$ cat config.mk
export PLATFORM = sky130hd
export DESIGN_NAME = ftdc_tick_logic
export DESIGN_NICKNAME = d
export VERILOG_FILES = /design/src/rtl/ftdc_pkg.sv /design/src/rtl/ftdc_tick_logic.sv
export SDC_FILE = /design/constraint.sdc
export NUM_CORES = 1
export LEC_CHECK = 0
export BUFFER_PORTS_ARGS = -buffer_cell sky130_fd_sc_hd__buf_2
export CORE_MARGIN = 3
export CORE_UTILIZATION = 35
export DETAILED_ROUTE_END_ITERATION = 8
export GPL_TIMING_DRIVEN = 0
export PLACE_DENSITY_LB_ADDON = 0.05
export SLEW_MARGIN = 20
export SYNTH_ARGS = -nofsm -noshare
export SYNTH_HDL_FRONTEND = slang
export SYNTH_SLANG_ARGS = --single-unit
$ cat constraint.sdc
create_clock -name vclk -period 12.4
set_clock_uncertainty 0.05 [all_clocks]
set_input_delay 2.48 -clock vclk [all_inputs]
set_output_delay 2.48 -clock vclk [all_outputs]
set_load 0.02 [all_outputs]
$ cat src/rtl/ftdc_pkg.sv
// ----------------------------------------------------------------------------
// ftdc_pkg
// Shared types, codes and reset values of the thermostat / defrost controller.
// ----------------------------------------------------------------------------
package ftdc_pkg;

	localparam int TIME_WIDTH_DEF = 32;
	localparam int TEMP_W         = 12;
	localparam int BAND_W         = 9;
	localparam int SECS_W         = 32;
	localparam int RETRY_W        = 8;
	localparam int CFG_DATA_W     = 32;
	localparam int CFG_IDX_W      = 3;

	typedef enum logic [1:0] {
		MODE_IDLE    = 2'd0,
		MODE_COOL    = 2'd1,
		MODE_DEFROST = 2'd2,
		MODE_FAULT   = 2'd3
	} mode_t;

	typedef enum logic [CFG_IDX_W-1:0] {
		REG_SETPOINT     = 3'd0,
		REG_BAND         = 3'd1,
		REG_WARM_LIMIT   = 3'd2,
		REG_COLD_LIMIT   = 3'd3,
		REG_CONFIRM_SECS = 3'd4,
		REG_PERIOD_SECS  = 3'd5,
		REG_LENGTH_SECS  = 3'd6,
		REG_RETRY_LIMIT  = 3'd7
	} cfg_idx_t;

	typedef struct packed {
		logic signed [TEMP_W-1:0] setpoint;
		logic [BAND_W-1:0]        band_half_width;
		logic signed [TEMP_W-1:0] warm_alarm_limit;
		logic signed [TEMP_W-1:0] cold_alarm_limit;
		logic [SECS_W-1:0]        alarm_confirm_seconds;
		logic [SECS_W-1:0]        defrost_period_seconds;
		logic [SECS_W-1:0]        defrost_length_seconds;
		logic [RETRY_W-1:0]       fault_retry_limit;
	} cfg_t;

	// controller state other than the time stamps
	typedef struct packed {
		mode_t                    mode;
		logic                     comp;
		logic [RETRY_W-1:0]       fault_run;
		logic                     armed;
		logic signed [TEMP_W-1:0] held;
		logic                     warm;
		logic                     cold;
		logic                     sensor;
	} flags_t;

	localparam logic signed [TEMP_W-1:0] SETPOINT_RST   = 12'sd64;
	localparam logic [BAND_W-1:0]        BAND_RST       = 9'd16;
	localparam logic signed [TEMP_W-1:0] WARM_LIMIT_RST = 12'sd160;
	localparam logic signed [TEMP_W-1:0] COLD_LIMIT_RST = 12'sd0;
	localparam logic [SECS_W-1:0]        CONFIRM_RST    = 32'd600;
	localparam logic [SECS_W-1:0]        PERIOD_RST     = 32'd28800;
	localparam logic [SECS_W-1:0]        LENGTH_RST     = 32'd1800;
	localparam logic [RETRY_W-1:0]       RETRY_RST      = 8'd3;

endpackage

$ cat src/rtl/ftdc_tick_logic.sv
// ----------------------------------------------------------------------------
// ftdc_tick_logic
// Next-state logic for one tick: sensor check, defrost timer, hysteresis
// cooling and temperature alarms.
// ----------------------------------------------------------------------------
module ftdc_tick_logic import ftdc_pkg::*; #(
	parameter int TIME_WIDTH = TIME_WIDTH_DEF
) (
	input  cfg_t                     cfg,
	input  flags_t                   cur,
	input  logic [TIME_WIDTH-1:0]    last_end,
	input  logic [TIME_WIDTH-1:0]    dbegin,
	input  logic [TIME_WIDTH-1:0]    arm_time,
	input  logic [TIME_WIDTH-1:0]    now,
	input  logic                     reading_valid,
	input  logic signed [TEMP_W-1:0] temp,
	output flags_t                   nxt,
	output logic [TIME_WIDTH-1:0]    last_end_nxt,
	output logic [TIME_WIDTH-1:0]    dbegin_nxt,
	output logic [TIME_WIDTH-1:0]    arm_time_nxt,
	output logic                     begun
);

	localparam int CMP_W = (TIME_WIDTH > SECS_W) ? TIME_WIDTH : SECS_W;
	localparam int THR_W = TEMP_W + 2;

	logic [TIME_WIDTH-1:0]    d_len, d_per, d_arm;
	logic                     len_done, per_done, confirm_done;
	logic signed [TEMP_W-1:0] t;
	logic signed [THR_W-1:0]  t_x, sp_x, bw_x, up_th, dn_th;
	logic                     hot, cold;

	// differences wrap modulo 2^TIME_WIDTH
	assign d_len = now - dbegin;
	assign d_per = now - last_end;
	assign d_arm = now - arm_time;
	assign len_done     = CMP_W'(d_len) >= CMP_W'(cfg.defrost_length_seconds);
	assign per_done     = CMP_W'(d_per) >= CMP_W'(cfg.defrost_period_seconds);
	assign confirm_done = CMP_W'(d_arm) >= CMP_W'(cfg.alarm_confirm_seconds);

	assign t     = reading_valid ? temp : cur.held;
	assign t_x   = THR_W'(t);
	assign sp_x  = THR_W'(cfg.setpoint);
	assign bw_x  = $signed({{(THR_W-BAND_W){1'b0}}, cfg.band_half_width});
	assign up_th = sp_x + bw_x;
	assign dn_th = sp_x - bw_x;
	assign hot   = t > cfg.warm_alarm_limit;
	assign cold  = t < cfg.cold_alarm_limit;

	always_comb begin
		nxt          = cur;
		last_end_nxt = last_end;
		dbegin_nxt   = dbegin;
		arm_time_nxt = arm_time;
		begun        = 1'b0;

		if (reading_valid) begin
			nxt.held      = temp;
			nxt.fault_run = '0;
			if (cur.mode == MODE_FAULT) begin
				nxt.sensor = 1'b0;
				nxt.mode   = MODE_IDLE;
			end
		end else begin
			if (cur.fault_run != '1)
				nxt.fault_run = cur.fault_run + 1'b1;
			if (nxt.fault_run >= cfg.fault_retry_limit) begin
				nxt.sensor = 1'b1;
				nxt.comp   = 1'b0;
				nxt.mode   = MODE_FAULT;
			end
		end

		if (nxt.mode != MODE_FAULT) begin
			if (nxt.mode == MODE_DEFROST) begin
				if (len_done) begin
					nxt.comp     = 1'b0;
					last_end_nxt = now;
					nxt.mode     = MODE_IDLE;
				end
			end else if (per_done) begin
				nxt.comp   = 1'b0;
				dbegin_nxt = now;
				begun      = 1'b1;
				nxt.mode   = MODE_DEFROST;
			end

			// cooling also runs on the tick a defrost ends
			if (nxt.mode == MODE_IDLE && t_x >= up_th) begin
				nxt.comp = 1'b1;
				nxt.mode = MODE_COOL;
			end else if (nxt.mode == MODE_COOL && t_x <= dn_th) begin
				nxt.comp = 1'b0;
				nxt.mode = MODE_IDLE;
			end

			if (hot || cold) begin
				if (!cur.armed) begin
					nxt.armed    = 1'b1;
					arm_time_nxt = now;
				end else if (confirm_done) begin
					if (hot)
						nxt.warm = 1'b1;
					if (cold)
						nxt.cold = 1'b1;
				end
			end else begin
				nxt.armed = 1'b0;
				nxt.warm  = 1'b0;
				nxt.cold  = 1'b0;
			end
		end
	end

endmodule

==> flow_metrics.py <==
metrics = {
    "power": {
        "seqPwrFrac_pct": 0,
        "ir_drop_mv": 0.0365,
        "power.leakage_uw": 0.00788,
        "switchingPower_uw": 482,
        "p_comb_share_pct": 100.0,
        "power.internal_uw": 364,
        "power.share.clock_pct": 0,
        "power_uw": 846,
        "swShare_pct": 57.0,
        "powerDensity_nw_per_um2": 61.6,
    },
    "cts": {
        "postCtsHoldBufs": 0,
        "post_cts_buffers": 0,
        "cts.repair.resized": 0,
    },
    "routing": {
        "drcViolationCount": 0,
        "first_iter_violations": 458,
        "drt-total-wl_um": 40300,
        "ant_nets": 0,
        "vias_per_cell": 5.15,
        "first_pass_iters": 5,
        "routedWlPerCell_um": 17.0,
        "vias": 12245,
    },
    "global_routing": {
        "grt_start_max_net_pins": 11,
        "grtUsageMet1_pct": 27.6,
        "grt-ovfl-total": 0,
        "antenna_found_initial": 15,
        "grt_pass1_vias": 11890,
        "use_met3_pct": 2.89,
        "grt_util_met2_pct": 42.8,
        "grt_usage_pct": 22.4,
        "top_usage_layer": "met2",
        "grt_pass1_wl_um": 60900,
    },
    "status": {
        "status": "finished clean",
    },
    "floorplanning": {
        "io_pins": 441,
        "die_y_um": 183,
        "design.core.area_sq_um": 30800,
        "dieArea_sq_um": 33700,
        "die_w_um": 183,
        "row_count": 64,
        "start_util_pct": 35.8,
    },
    "timing": {
        "period_share_pct": 90.6,
        "slew_headroom_pct": 32.4,
        "slew_viol_final": 0,
        "period_needed_ns": 11.24,
        "setup_violations": 0,
        "grt_setup_unrepaired": "false",
        "max_freq_mhz": 89.0,
        "worst_pin_slew_ns": 1.01,
        "hold_violations": 0,
        "setup_tns_ns": 0,
    },
    "placed_design": {
        "dp_hpwl_um": 36000,
        "portBuffers": 438,
        "routabilityCongestion": 0.906,
    },
    "flow_run": {
        "cap_viol_max_count": 0,
    },
    "min_path": {
        "worstHoldStart": "cur[1]",
        "min_delay_worst_endpoint": "nxt[1]",
        "hold_path_depth": 3,
        "hp-class": "input pin to output pin",
    },
    "yosys": {
        "syn-num-nets": 2123,
        "synth_cells": 1537,
        "synth.top_cell.area_share_pct": 30.0,
        "post-synth-top-area-cell": "ha_1",
        "synth.area.top_cells": "ha_1 (30%), inv_1 (9.0%), mux2_1 (6.3%)",
        "yosysWarnings": 0,
        "ys_types": 78,
        "yosysSeqAreaShare_pct": 0,
        "synthesis.area_sq_um": 11000,
        "avgSynthCellArea_sq_um": 7.17,
    },
    "worst_setup_path": {
        "crit_type": "input pin to output pin",
        "critical_path_required_ns": 9.87,
        "critPathCaptureType": "output pin",
        "cp_max_fo": 10,
        "cp_data_arrival_time_ns": 8.71,
        "startpoint_type": "input pin",
    },
    "finish": {
        "syn2layout_area_growth_pct": 24.6,
        "drive_above_1_share_pct": 24.3,
        "ff_latch_area_sq_um": 0,
        "seq_cells": 0,
        "finish.net_count": 2563,
        "nClkBuffers": 0,
    },
}
cells in the final DEF (no fill, tap or decap), drive strengths merged, types with 4 or more instances in the layout:
master   Yosys  final
buf         17    455
ha         264    264
inv        264    264
a21oi      117    117
o21ai       97     97
nand2       94     94
a21o        92     92
mux2        79     79
xnor2       78     78
nor2        77     77
o21a        33     33
nand4       29     29
xor2        23     23
nand2b      22     22
nand3       20     20
nor3        20     20
nor2b       17     17
o21bai      16     16
and3        15     15
and2        13     13
a31oi       12     12
a211oi      11     11
a2111oi     11     11
o211ai      10     10
clkbuf      10     10
a211o        8      8
a21boi       7      7
a221oi       6      6
o2111ai      6      6
or2          6      6
diode        0      5
nor4         5      5
fa           5      5
nor4b        4      4
mux2i        4      4
o41ai        4      4
through the flow:
stage | utilization, % | setup slack (ns) | area, sq um | hold WS (ns) | cells
final | 44.5 | 1.16 | 13700 | 5.25 | 2376
after global routing | 44.5 | 0.708 | 13700 | 5.27 | 2375
after CTS | 44.5 | 1.02 | 13700 | 5.25 | 2371
after detailed placement | 44.5 | 1.04 | 13700 | 5.25 | 2371
after global placement | 44.5 | 1.09 | 13700 | 5.25 | 2371
after floorplan | - | 2.77 | 11000 | 5.09 | 1537
power groups by stage:
stage | sequential (uW) | combinational [uW] | clock, uW
2_1_floorplan | 0 | 589 | 0
3_3_place_gp | 0 | 838 | 0
3_5_place_dp | 0 | 848 | 0
4_1_cts | 0 | 853 | 0
5_1_grt | 0 | 949 | 0.0000433
6_report | 0 | 846 | 0.0000542
cell type report:
cell class	instances	area (sq um)
fillers	3395	17100
multi-input cells	1246	9920
repair buffers	438	2190
inverters	264	991
well taps	396	495
plain buffers	27	120
diodes	5	12.5
critical path, stage by stage:
cell and delay, ns:
buf_2 0.14, inv_1 0.14, ha_1 0.19, inv_1 0.05, fa_1 0.42, a21o_1 0.18
a21oi_1 0.29, o21ai_1 0.11, a21o_1 0.21, a31oi_1 0.33, o2bb2ai_1 0.29, o21ai_1 0.13
a41oi_1 0.26, xnor2_1 0.12, ha_1 0.30, nand4_1 0.11, or2_1 0.26, a2111o_1 0.40
a211oi_1 0.81, a2bb2oi_1 0.23, buf_2 0.33, buf_1 0.49, nand2_1 0.10, o21ai_0 0.11
buf_2 0.21
cell usage after synthesis (all sizes together) (3+ instances only):
library cell	number
ha	264
inv	264
a21oi	117
o21ai	97
nand2	94
a21o	92
mux2	79
xnor2	78
nor2	77
o21a	33
nand4	29
xor2	23
nand2b	22
nand3	20
nor3	20
buf	17
nor2b	17
o21bai	16
and3	15
and2	13
a31oi	12
a2111oi	11
a211oi	11
clkbuf	10
o211ai	10
a211o	8
a21boi	7
a221oi	6
o2111ai	6
or2	6
fa	5
nor4	5
mux2i	4
nor4b	4
o41ai	4
a31o	3
and4	3
o31ai	3
cells by family after synthesis:
family                     count (synthesis)  synth area share, %
muxes                                     83                 8.43
AOI/OAI and AO/OA                        461                 27.7
xor gates and xnor gates                 101                 8.03
and+or+nand+nor                          332                 14.8
buffers and inverters                    291                 10.1
adders and majority gates                269                 30.9
worst max path at each step:
stage / startpoint / slack (ns) / end
2_1_floorplan: now[0] / 2.77 / dbegin_nxt[10]
3_3_place_gp: now[0] / 1.09 / last_end_nxt[29]
3_5_place_dp: now[0] / 1.04 / last_end_nxt[27]
4_1_cts: now[0] / 1.02 / last_end_nxt[27]
5_1_grt: now[0] / 0.71 / last_end_nxt[26]
6_report: now[0] / 1.16 / last_end_nxt[27]
metal layers:
| metal | vias up | share of wire (%) | wire [um] |
|---|---|---|---|
| li1 | 6366 | - | - |
| met1 | 5519 | 43 | 17300 |
| met2 | 308 | 50 | 20300 |
| met3 | 32 | 5.5 | 2200 |
| met4 | 20 | 0.80 | 323 |
| met5 | - | 0.30 | 120 |
(Power assumes the default switching activity.)
