<file path="config.mk">
export PLATFORM = sky130hd
export DESIGN_NAME = ftdc_cfg_regs
export DESIGN_NICKNAME = d
export VERILOG_FILES = /design/src/rtl/ftdc_pkg.sv /design/src/rtl/ftdc_cfg_regs.sv
export SDC_FILE = /design/constraint.sdc
export NUM_CORES = 1
export LEC_CHECK = 0
export ABC_AREA = 1
export CAP_MARGIN = 10
export CORE_ASPECT_RATIO = 1.75
export CORE_MARGIN = 1.5
export CORE_UTILIZATION = 55
export DETAILED_ROUTE_END_ITERATION = 12
export DONT_BUFFER_PORTS = 1
export HOLD_SLACK_MARGIN = 0.05
export PLACE_DENSITY = 0.73
export SYNTH_ARGS = -nofsm -noshare
export SYNTH_HDL_FRONTEND = slang
export SYNTH_SLANG_ARGS = --single-unit
</file>
<file path="constraint.sdc">
create_clock -name clk -period 0.8 [get_ports clk]
set_input_delay 0.08 -clock clk [delete_from_list [all_inputs] [get_ports clk]]
set_output_delay 0.08 -clock clk [all_outputs]
set_load 0.005 [all_outputs]
</file>
<file path="src/rtl/ftdc_pkg.sv">
// ----------------------------------------------------------------------------
// ftdc_pkg
// Shared types, codes and reset values of the thermostat / defrost controller.
// ----------------------------------------------------------------------------
package ftdc_pkg;

	localparam int TIME_WIDTH_DEF = 32;
	localparam int TEMP_W         = 12;
	localparam int BAND_W         = 9;
	localparam int SECS_W         = 32;
	localparam int RETRY_W        = 8;
	localparam int CFG_DATA_W     = 32;
	localparam int CFG_IDX_W      = 3;

	typedef enum logic [1:0] {
		MODE_IDLE    = 2'd0,
		MODE_COOL    = 2'd1,
		MODE_DEFROST = 2'd2,
		MODE_FAULT   = 2'd3
	} mode_t;

	typedef enum logic [CFG_IDX_W-1:0] {
		REG_SETPOINT     = 3'd0,
		REG_BAND         = 3'd1,
		REG_WARM_LIMIT   = 3'd2,
		REG_COLD_LIMIT   = 3'd3,
		REG_CONFIRM_SECS = 3'd4,
		REG_PERIOD_SECS  = 3'd5,
		REG_LENGTH_SECS  = 3'd6,
		REG_RETRY_LIMIT  = 3'd7
	} cfg_idx_t;

	typedef struct packed {
		logic signed [TEMP_W-1:0] setpoint;
		logic [BAND_W-1:0]        band_half_width;
		logic signed [TEMP_W-1:0] warm_alarm_limit;
		logic signed [TEMP_W-1:0] cold_alarm_limit;
		logic [SECS_W-1:0]        alarm_confirm_seconds;
		logic [SECS_W-1:0]        defrost_period_seconds;
		logic [SECS_W-1:0]        defrost_length_seconds;
		logic [RETRY_W-1:0]       fault_retry_limit;
	} cfg_t;

	// controller state other than the time stamps
	typedef struct packed {
		mode_t                    mode;
		logic                     comp;
		logic [RETRY_W-1:0]       fault_run;
		logic                     armed;
		logic signed [TEMP_W-1:0] held;
		logic                     warm;
		logic                     cold;
		logic                     sensor;
	} flags_t;

	localparam logic signed [TEMP_W-1:0] SETPOINT_RST   = 12'sd64;
	localparam logic [BAND_W-1:0]        BAND_RST       = 9'd16;
	localparam logic signed [TEMP_W-1:0] WARM_LIMIT_RST = 12'sd160;
	localparam logic signed [TEMP_W-1:0] COLD_LIMIT_RST = 12'sd0;
	localparam logic [SECS_W-1:0]        CONFIRM_RST    = 32'd600;
	localparam logic [SECS_W-1:0]        PERIOD_RST     = 32'd28800;
	localparam logic [SECS_W-1:0]        LENGTH_RST     = 32'd1800;
	localparam logic [RETRY_W-1:0]       RETRY_RST      = 8'd3;

endpackage

</file>
<file path="src/rtl/ftdc_cfg_regs.sv">
// ----------------------------------------------------------------------------
// ftdc_cfg_regs
// Configuration register bank, written by index, reset to the default values.
// ----------------------------------------------------------------------------
module ftdc_cfg_regs import ftdc_pkg::*; (
	input  logic                  clk,
	input  logic                  arst_n,
	input  logic                  cfg_we,
	input  logic [CFG_IDX_W-1:0]  cfg_index,
	input  logic [CFG_DATA_W-1:0] cfg_wdata,
	output cfg_t                  cfg
);

	cfg_t cfg_q;

	always_ff @(posedge clk or negedge arst_n) begin
		if (!arst_n) begin
			cfg_q.setpoint               <= SETPOINT_RST;
			cfg_q.band_half_width        <= BAND_RST;
			cfg_q.warm_alarm_limit       <= WARM_LIMIT_RST;
			cfg_q.cold_alarm_limit       <= COLD_LIMIT_RST;
			cfg_q.alarm_confirm_seconds  <= CONFIRM_RST;
			cfg_q.defrost_period_seconds <= PERIOD_RST;
			cfg_q.defrost_length_seconds <= LENGTH_RST;
			cfg_q.fault_retry_limit      <= RETRY_RST;
		end else if (cfg_we) begin
			unique case (cfg_idx_t'(cfg_index))
				REG_SETPOINT:     cfg_q.setpoint <= $signed(cfg_wdata[TEMP_W-1:0]);
				REG_BAND:         cfg_q.band_half_width <= cfg_wdata[BAND_W-1:0];
				REG_WARM_LIMIT:   cfg_q.warm_alarm_limit <= $signed(cfg_wdata[TEMP_W-1:0]);
				REG_COLD_LIMIT:   cfg_q.cold_alarm_limit <= $signed(cfg_wdata[TEMP_W-1:0]);
				REG_CONFIRM_SECS: cfg_q.alarm_confirm_seconds <= cfg_wdata[SECS_W-1:0];
				REG_PERIOD_SECS:  cfg_q.defrost_period_seconds <= cfg_wdata[SECS_W-1:0];
				REG_LENGTH_SECS:  cfg_q.defrost_length_seconds <= cfg_wdata[SECS_W-1:0];
				REG_RETRY_LIMIT:  cfg_q.fault_retry_limit <= cfg_wdata[RETRY_W-1:0];
				default:          cfg_q <= cfg_q;
			endcase
		end
	end

	assign cfg = cfg_q;

endmodule

</file>
==> results of run 1 <==
## power groups by stage
stage / Combinational [W] / Clock, W / Sequential, W
after detailed placement: 0.00170 / 0 / 0.0105
after floorplan: 0.00134 / 0 / 0.0100
after global placement: 0.00157 / 0 / 0.0104
after CTS: 0.00199 / 0.00768 / 0.0104
final: 0.00203 / 0.00761 / 0.0103
after global routing: 0.00230 / 0.00797 / 0.0105
## what timing repair did
action                     in CTS  in global routing
gates resized for setup         2                  7
buffers inserted                1                  1
gates cloned                    0                  0
hold endpoints to repair      298                158
pin swaps                       0                  0
setup endpoints to repair     149                179
hold buffers                   33                  1
## through the flow
stage                     cell area (um^2)  TNS (ns)  hold WS [ns]
after floorplan                       5810     -3.58        -0.216
after global placement                6080     -5.35        -0.212
after detailed placement              6080     -7.75        -0.213
after CTS                             6990    -19.01        -0.660
after global routing                  7020    -20.59        -0.667
final                                 7020    -16.43        -0.644
## area by class of cell
type                            instances  share of cell area [%]
Antenna cell                            3                   0.107
Clock buffer                           19                    6.31
Clock inverter                         13                    1.76
Inverter                                6                   0.321
Multi-Input combinational cell        468                    26.5
Sequential cell                       149                    53.4
Tap cell                              127                    2.26
Timing Repair Buffer                   63                    9.34
## metal layers
layer	vias to the layer above	share of wire [%]	global-route usage [%]
li1	2125	-	-
met3	43	7.7	8.03
met5	-	0	0
met2	246	54	51.5
met4	0	3.7	14.4
met1	2360	35	31.9
## worst max-delay path by stage
stage	cells after the start	end	slack, ns	startpoint
finish	0	cfg[76]	-0.24	cfg[76]
global route	0	cfg[76]	-0.27	cfg[76]
CTS	0	cfg[76]	-0.26	cfg[76]
detailed placement	6	cfg[136]	-0.23	cfg_index[0]
global placement	6	cfg[130]	-0.18	cfg_index[0]
floorplan	6	cfg[10]	-0.06	cfg_index[2]
## worst register-to-register path: stages (launching register included)
cell and delay [ns]:
dfrtp_1 0.39, buf_4 0.13, buf_4 0.12, nand2_1 0.05, nand2_1 0.04
## cells by family after synthesis
kind of cell  after synthesis
flops                     149
buf+inv                    45
simple gates              468
## cells in the final DEF, fill, tap and decap left out
cell	synthesis	final
nor2_4	0	2
inv_2	5	5
inv_6	0	4
nand3_1	65	65
buf_4	0	22
clkbuf_8	0	1
dfstp_2	18	18
nand2_1	395	395
clkinv_2	0	1
clkbuf_1	13	1
clkinvlp_4	0	6
dlygate4sd3_1	0	26
diode_2	0	3
nor2_1	5	3
buf_12	0	6
clkbuf_16	0	17
buf_6	0	2
dfrtp_1	131	131
clkinv_4	0	1
dlymetal6s4s_1	0	7
inv_1	1	1
bufinv_16	0	1
nor2_2	3	3
==> impl_metrics.json, run 1 <==
{
  "status": "complete, but fails checks",
  "violations": "negative hold slack, negative setup slack",
  "synth_top_flop_cell": "dfrtp_1",
  "pwr-share-seq_pct": 51.8,
  "min_path_type": "primary input to asynchronous set/reset pin",
  "fp-row-count": 49,
  "nFillCells": 760,
  "synth-compound-area-share_pct": 0,
  "core_area_um2": 10200,
  "cts_tree": "done",
  "cts.sinks": 149,
  "ys_types": 11,
  "yosys-top-cells-count": "nand2_1 (395), dfrtp_1 (131), nand3_1 (65), buf_2 (19), dfstp_2 (18)",
  "wire_per_inst_um": 18.8,
  "clk_pin_slew_worst_paths_ns": 0.07,
  "fin_crit_ns": 1.04,
  "yosysMostFrequentCell": "nand2_1",
  "initial_core_util_pct": 56.6,
  "rr_startpoint": "cfg[93]",
  "multi_input_area_um2": 1860,
  "vias": 4774,
  "synthAdderAreaFrac_pct": 0,
  "final_max_slew_viol_count": 0,
  "die-area_um2": 11200,
  "synth.area.mux_share_pct": 0,
  "crit_arrival_ns": 0.96,
  "syn_to_final_growth_pct": 21.1,
  "hold_slack_ns": -0.644,
  "power.leakage_nw": 3.78,
  "rsz0062_at_grt": "true",
  "remaining_drc_errors": 0,
  "finalNetCount": 743,
  "p_total_w": 0.0200,
  "hpwl_um": 10200,
  "criticalPathCategory": "flip-flop to output port",
  "drtAntennaViolNets": 0,
  "grt_pass1_vias": 4682,
  "synth_xor_area_share_pct": 0,
  "first_pass_iters": 7,
  "syn_nets": 700,
  "setup_viol": 156,
  "gp_congestion": 0.840,
  "synth_top_family_by_area": "simple AND/OR/NAND/NOR gates",
  "syn_area_um2": 5800,
  "synth_seq_area_share_pct": 64.7,
  "end_kind": "output port",
  "power.share.switching_pct": 28.2,
  "hold_viol_final": 149,
  "viasPerCell": 5.63,
  "rrSetupSlack_ns": -0.03,
  "required_ns": 0.72,
  "final.period_utilization_pct": 130,
  "fin_skew_ns": 0,
  "grt_use_total_pct": 29.4,
  "pin_count": 187,
  "grt_start_max_net_pins": 150,
  "syn_area_per_cell_um2": 8.76,
  "cap_violations": 0,
  "cts_buffers": 17,
  "synth-simple-area-share_pct": 31.8,
  "intPower_w": 0.0144,
  "clock_latency_ns": 0.40,
  "gr-total-overflow": 0,
  "antenna_found_initial": 3,
  "ys_async_sr_fraction_pct": 100,
  "cts_buffer_depth": 2,
  "fin_cells": 848,
  "cellPowerDensity_nw_per_um2": 2850,
  "dpl.cell_count": 778,
  "drt_iter0_drc": 322,
  "fin_ws_ns": -0.242,
  "crit-reg2reg-capture": "cfg[93]",
  "wl_um": 15900,
  "die_y_um": 139,
  "seq_area_um2": 3750,
  "synth.area.top_cells": "dfrtp_1 (57%), nand2_1 (26%), dfstp_2 (8.2%), nand3_1 (5.6%), buf_2 (1.6%)",
  "synth_edf_count": 0,
  "vdd_ir_drop_max_mv": 1.95,
  "pwr-share-comb_pct": 10.1,
  "critPathLaunchType": "flip-flop",
  "pre_cts_ws_ns": -0.228,
  "drive_gt1_share_pct": 12.4,
  "htree_levels": 4,
  "syn_inst": 662,
  "synth_top_area_share_pct": 56.5,
  "utilization_pct": 68.6,
  "die_w_um": 80.6,
  "clkPwrFrac_pct": 38.1,
  "slew_headroom_pct": 63.4,
  "synth-warning-count": 0,
  "cts.root.buffer_cell": "clkbuf_16",
  "max_freq_mhz": 959,
  "r2r_cells": 4,
  "yosys.area.top_type": "dfrtp_1",
  "largest_reg_flops": 149,
  "portBuffers": 0,
  "p_switching_w": 0.00563,
  "grt_pass1_wl_um": 24500,
  "worstMarginPinSlew_ns": 0.549,
  "ys_ff_latch": 149,
  "cp_max_fo": 2
}
(Power assumes the default switching activity.)
==> inputs of run 2 (changes only) <==
--- a/config.mk
+++ b/config.mk
@@ -9,11 +9,10 @@
 export CAP_MARGIN = 10
 export CORE_ASPECT_RATIO = 1.75
 export CORE_MARGIN = 1.5
-export CORE_UTILIZATION = 55
+export CORE_UTILIZATION = 35
 export DETAILED_ROUTE_END_ITERATION = 12
 export DONT_BUFFER_PORTS = 1
 export HOLD_SLACK_MARGIN = 0.05
-export PLACE_DENSITY = 0.73
 export SYNTH_ARGS = -nofsm -noshare
 export SYNTH_HDL_FRONTEND = slang
 export SYNTH_SLANG_ARGS = --single-unit
==> run 2 against run 1 <==
Net effect: the run still ends with negative hold slack, negative setup slack left; worst hold slack improved by 0.0044 ns; highest routed layer unchanged; setup slack got worse by 0.023 ns; sequential power barely moved; global-route usage fell by 9.1 points; count of clock-buffer cells in the layout did not move; clock skew did not move; clock power rose by 8.9%; routed wire length rose by 7.6%; via count fell by 5.2%; combinational power rose by 2%; cell area rose by 2.3%.
==> impl_metrics.json, run 2 (same netlist as run 1, synthesis figures left out) <==
{
  "status": "complete, but fails checks",
  "violations": "negative hold slack, negative setup slack",
  "hpwl_um": 11700,
  "cts_buffers": 17,
  "worstMarginPinSlew_ns": 0.614,
  "remaining_drc_errors": 0,
  "max_freq_mhz": 939,
  "cts.sinks": 149,
  "first_pass_iters": 4,
  "cts_tree": "done",
  "nFillCells": 1567,
  "vias": 4527,
  "finalNetCount": 749,
  "core_area_um2": 16300,
  "cp_num_cells": 0,
  "htree_levels": 4,
  "gp_congestion": 0.778,
  "drtAntennaViolNets": 0,
  "cts.root.buffer_cell": "clkbuf_16",
  "slew_headroom_pct": 59.1,
  "criticalPathCategory": "flip-flop to output port",
  "fin_crit_ns": 1.07,
  "die-area_um2": 17400,
  "critPathLaunchType": "flip-flop",
  "multi_input_area_um2": 1860,
  "cts_buffer_depth": 2,
  "portBuffers": 0,
  "antenna_found_initial": 1,
  "viasPerCell": 4.94,
  "mostFrequentLayoutCell": "nand2_1",
  "die_y_um": 173,
  "wl_um": 17100,
  "final.period_utilization_pct": 133,
  "clk_pin_slew_worst_paths_ns": 0.07,
  "cp_max_fo": 2,
  "final_max_slew_viol_count": 0,
  "fp-row-count": 62,
  "fin_ws_ns": -0.265,
  "required_ns": 0.72,
  "most-common-layout-cells": "nand2_1 (395), dfrtp_1 (131), nand3_1 (65)",
  "gr-total-overflow": 0,
  "fin_skew_ns": 0,
  "hold_viol_final": 153,
  "pin_count": 187,
  "vdd_ir_drop_max_mv": 1.24,
  "drive_gt1_share_pct": 13.4,
  "seq_area_um2": 3750,
  "hold_buffers": 32,
  "setup_viol": 149,
  "r2r_cells": 2,
  "end_kind": "output port",
  "clock_latency_ns": 0.41,
  "largest_reg_flops": 149,
  "cap_violations": 0,
  "wire_per_inst_um": 18.7,
  "die_w_um": 100,
  "grt_use_total_pct": 20.4,
  "grt_pass1_vias": 4634,
  "initial_core_util_pct": 35.6,
  "syn_to_final_growth_pct": 23.9,
  "grt_pass1_wl_um": 26600,
  "rsz0062_at_grt": "true",
  "cellPowerDensity_nw_per_um2": 2880,
  "drt_iter0_drc": 240,
  "rrSetupSlack_ns": 0.05,
  "crit_arrival_ns": 0.99,
  "min_path_type": "primary input to asynchronous set/reset pin",
  "setup-tns-final_ns": -17.12,
  "grt_start_max_net_pins": 150,
  "hold_slack_ns": -0.640,
  "power.leakage_nw": 3.86
}
run 2: worst paths after layout:
| kind | from | endpoint |
|---|---|---|
| setup / recovery | cfg[0] | cfg[0] |
| hold / removal | arst_n | cfg[12] |
| setup reg to reg | cfg[132] | cfg[132] |
| hold reg to reg | cfg[76] | cfg[76] |
| max in group asynchronous | arst_n | cfg[1] |
| min in group clk | cfg_index[2] | cfg[121] |
run 2: report_power, final:
group          total [W]  leakage [nW]  internal (W)  switching (W)
clock            0.00829         0.287       0.00505        0.00323
combinational    0.00207          1.73      0.000921        0.00115
sequential        0.0104          1.84       0.00909        0.00127
total             0.0207          3.86        0.0151        0.00566
run 2: stage by stage:
stage | power [W] | util, % | std cells | setup WS [ns] | instance area, um^2
2_1_floorplan | 0.0114 | - | 662 | -0.0598 | 5810
3_3_place_gp | 0.0121 | 38.0 | 848 | -0.127 | 6180
3_5_place_dp | 0.0122 | 38.0 | 848 | -0.167 | 6180
4_1_cts | 0.0209 | 43.9 | 915 | -0.280 | 7150
5_1_grt | 0.0217 | 44.1 | 917 | -0.281 | 7180
6_report | 0.0207 | 44.1 | 917 | -0.265 | 7180
run 2: metal layers:
layer / share of wire (%) / wire length (um) / GRT usage (%) / vias up
met5: 0 / 0 / 0 / -
li1: - / - / - / 2142
met4: 2.1 / 357 / 8.10 / 0
met3: 5.4 / 931 / 4.52 / 18
met2: 56 / 9530 / 37.4 / 166
met1: 37 / 6300 / 22.2 / 2201
run 2: layout make-up:
cell class	count	area share, %
Clock inverter	13	2.18
Tap cell	192	3.34
Timing Repair Buffer	69	9.72
Clock buffer	19	6.30
Antenna cell	1	0.0348
Multi-Input combinational cell	468	25.9
Sequential cell	149	52.2
Inverter	6	0.313
run 2: what timing repair did:
| action | in CTS | in global routing |
|---|---|---|
| gates cloned | 0 | 0 |
| endpoints found under the setup margin | 149 | 205 |
| endpoints found under the hold margin | 298 | 165 |
| resized for setup | 4 | 9 |
| pin swaps | 0 | 0 |
| setup buffers | 3 | 1 |
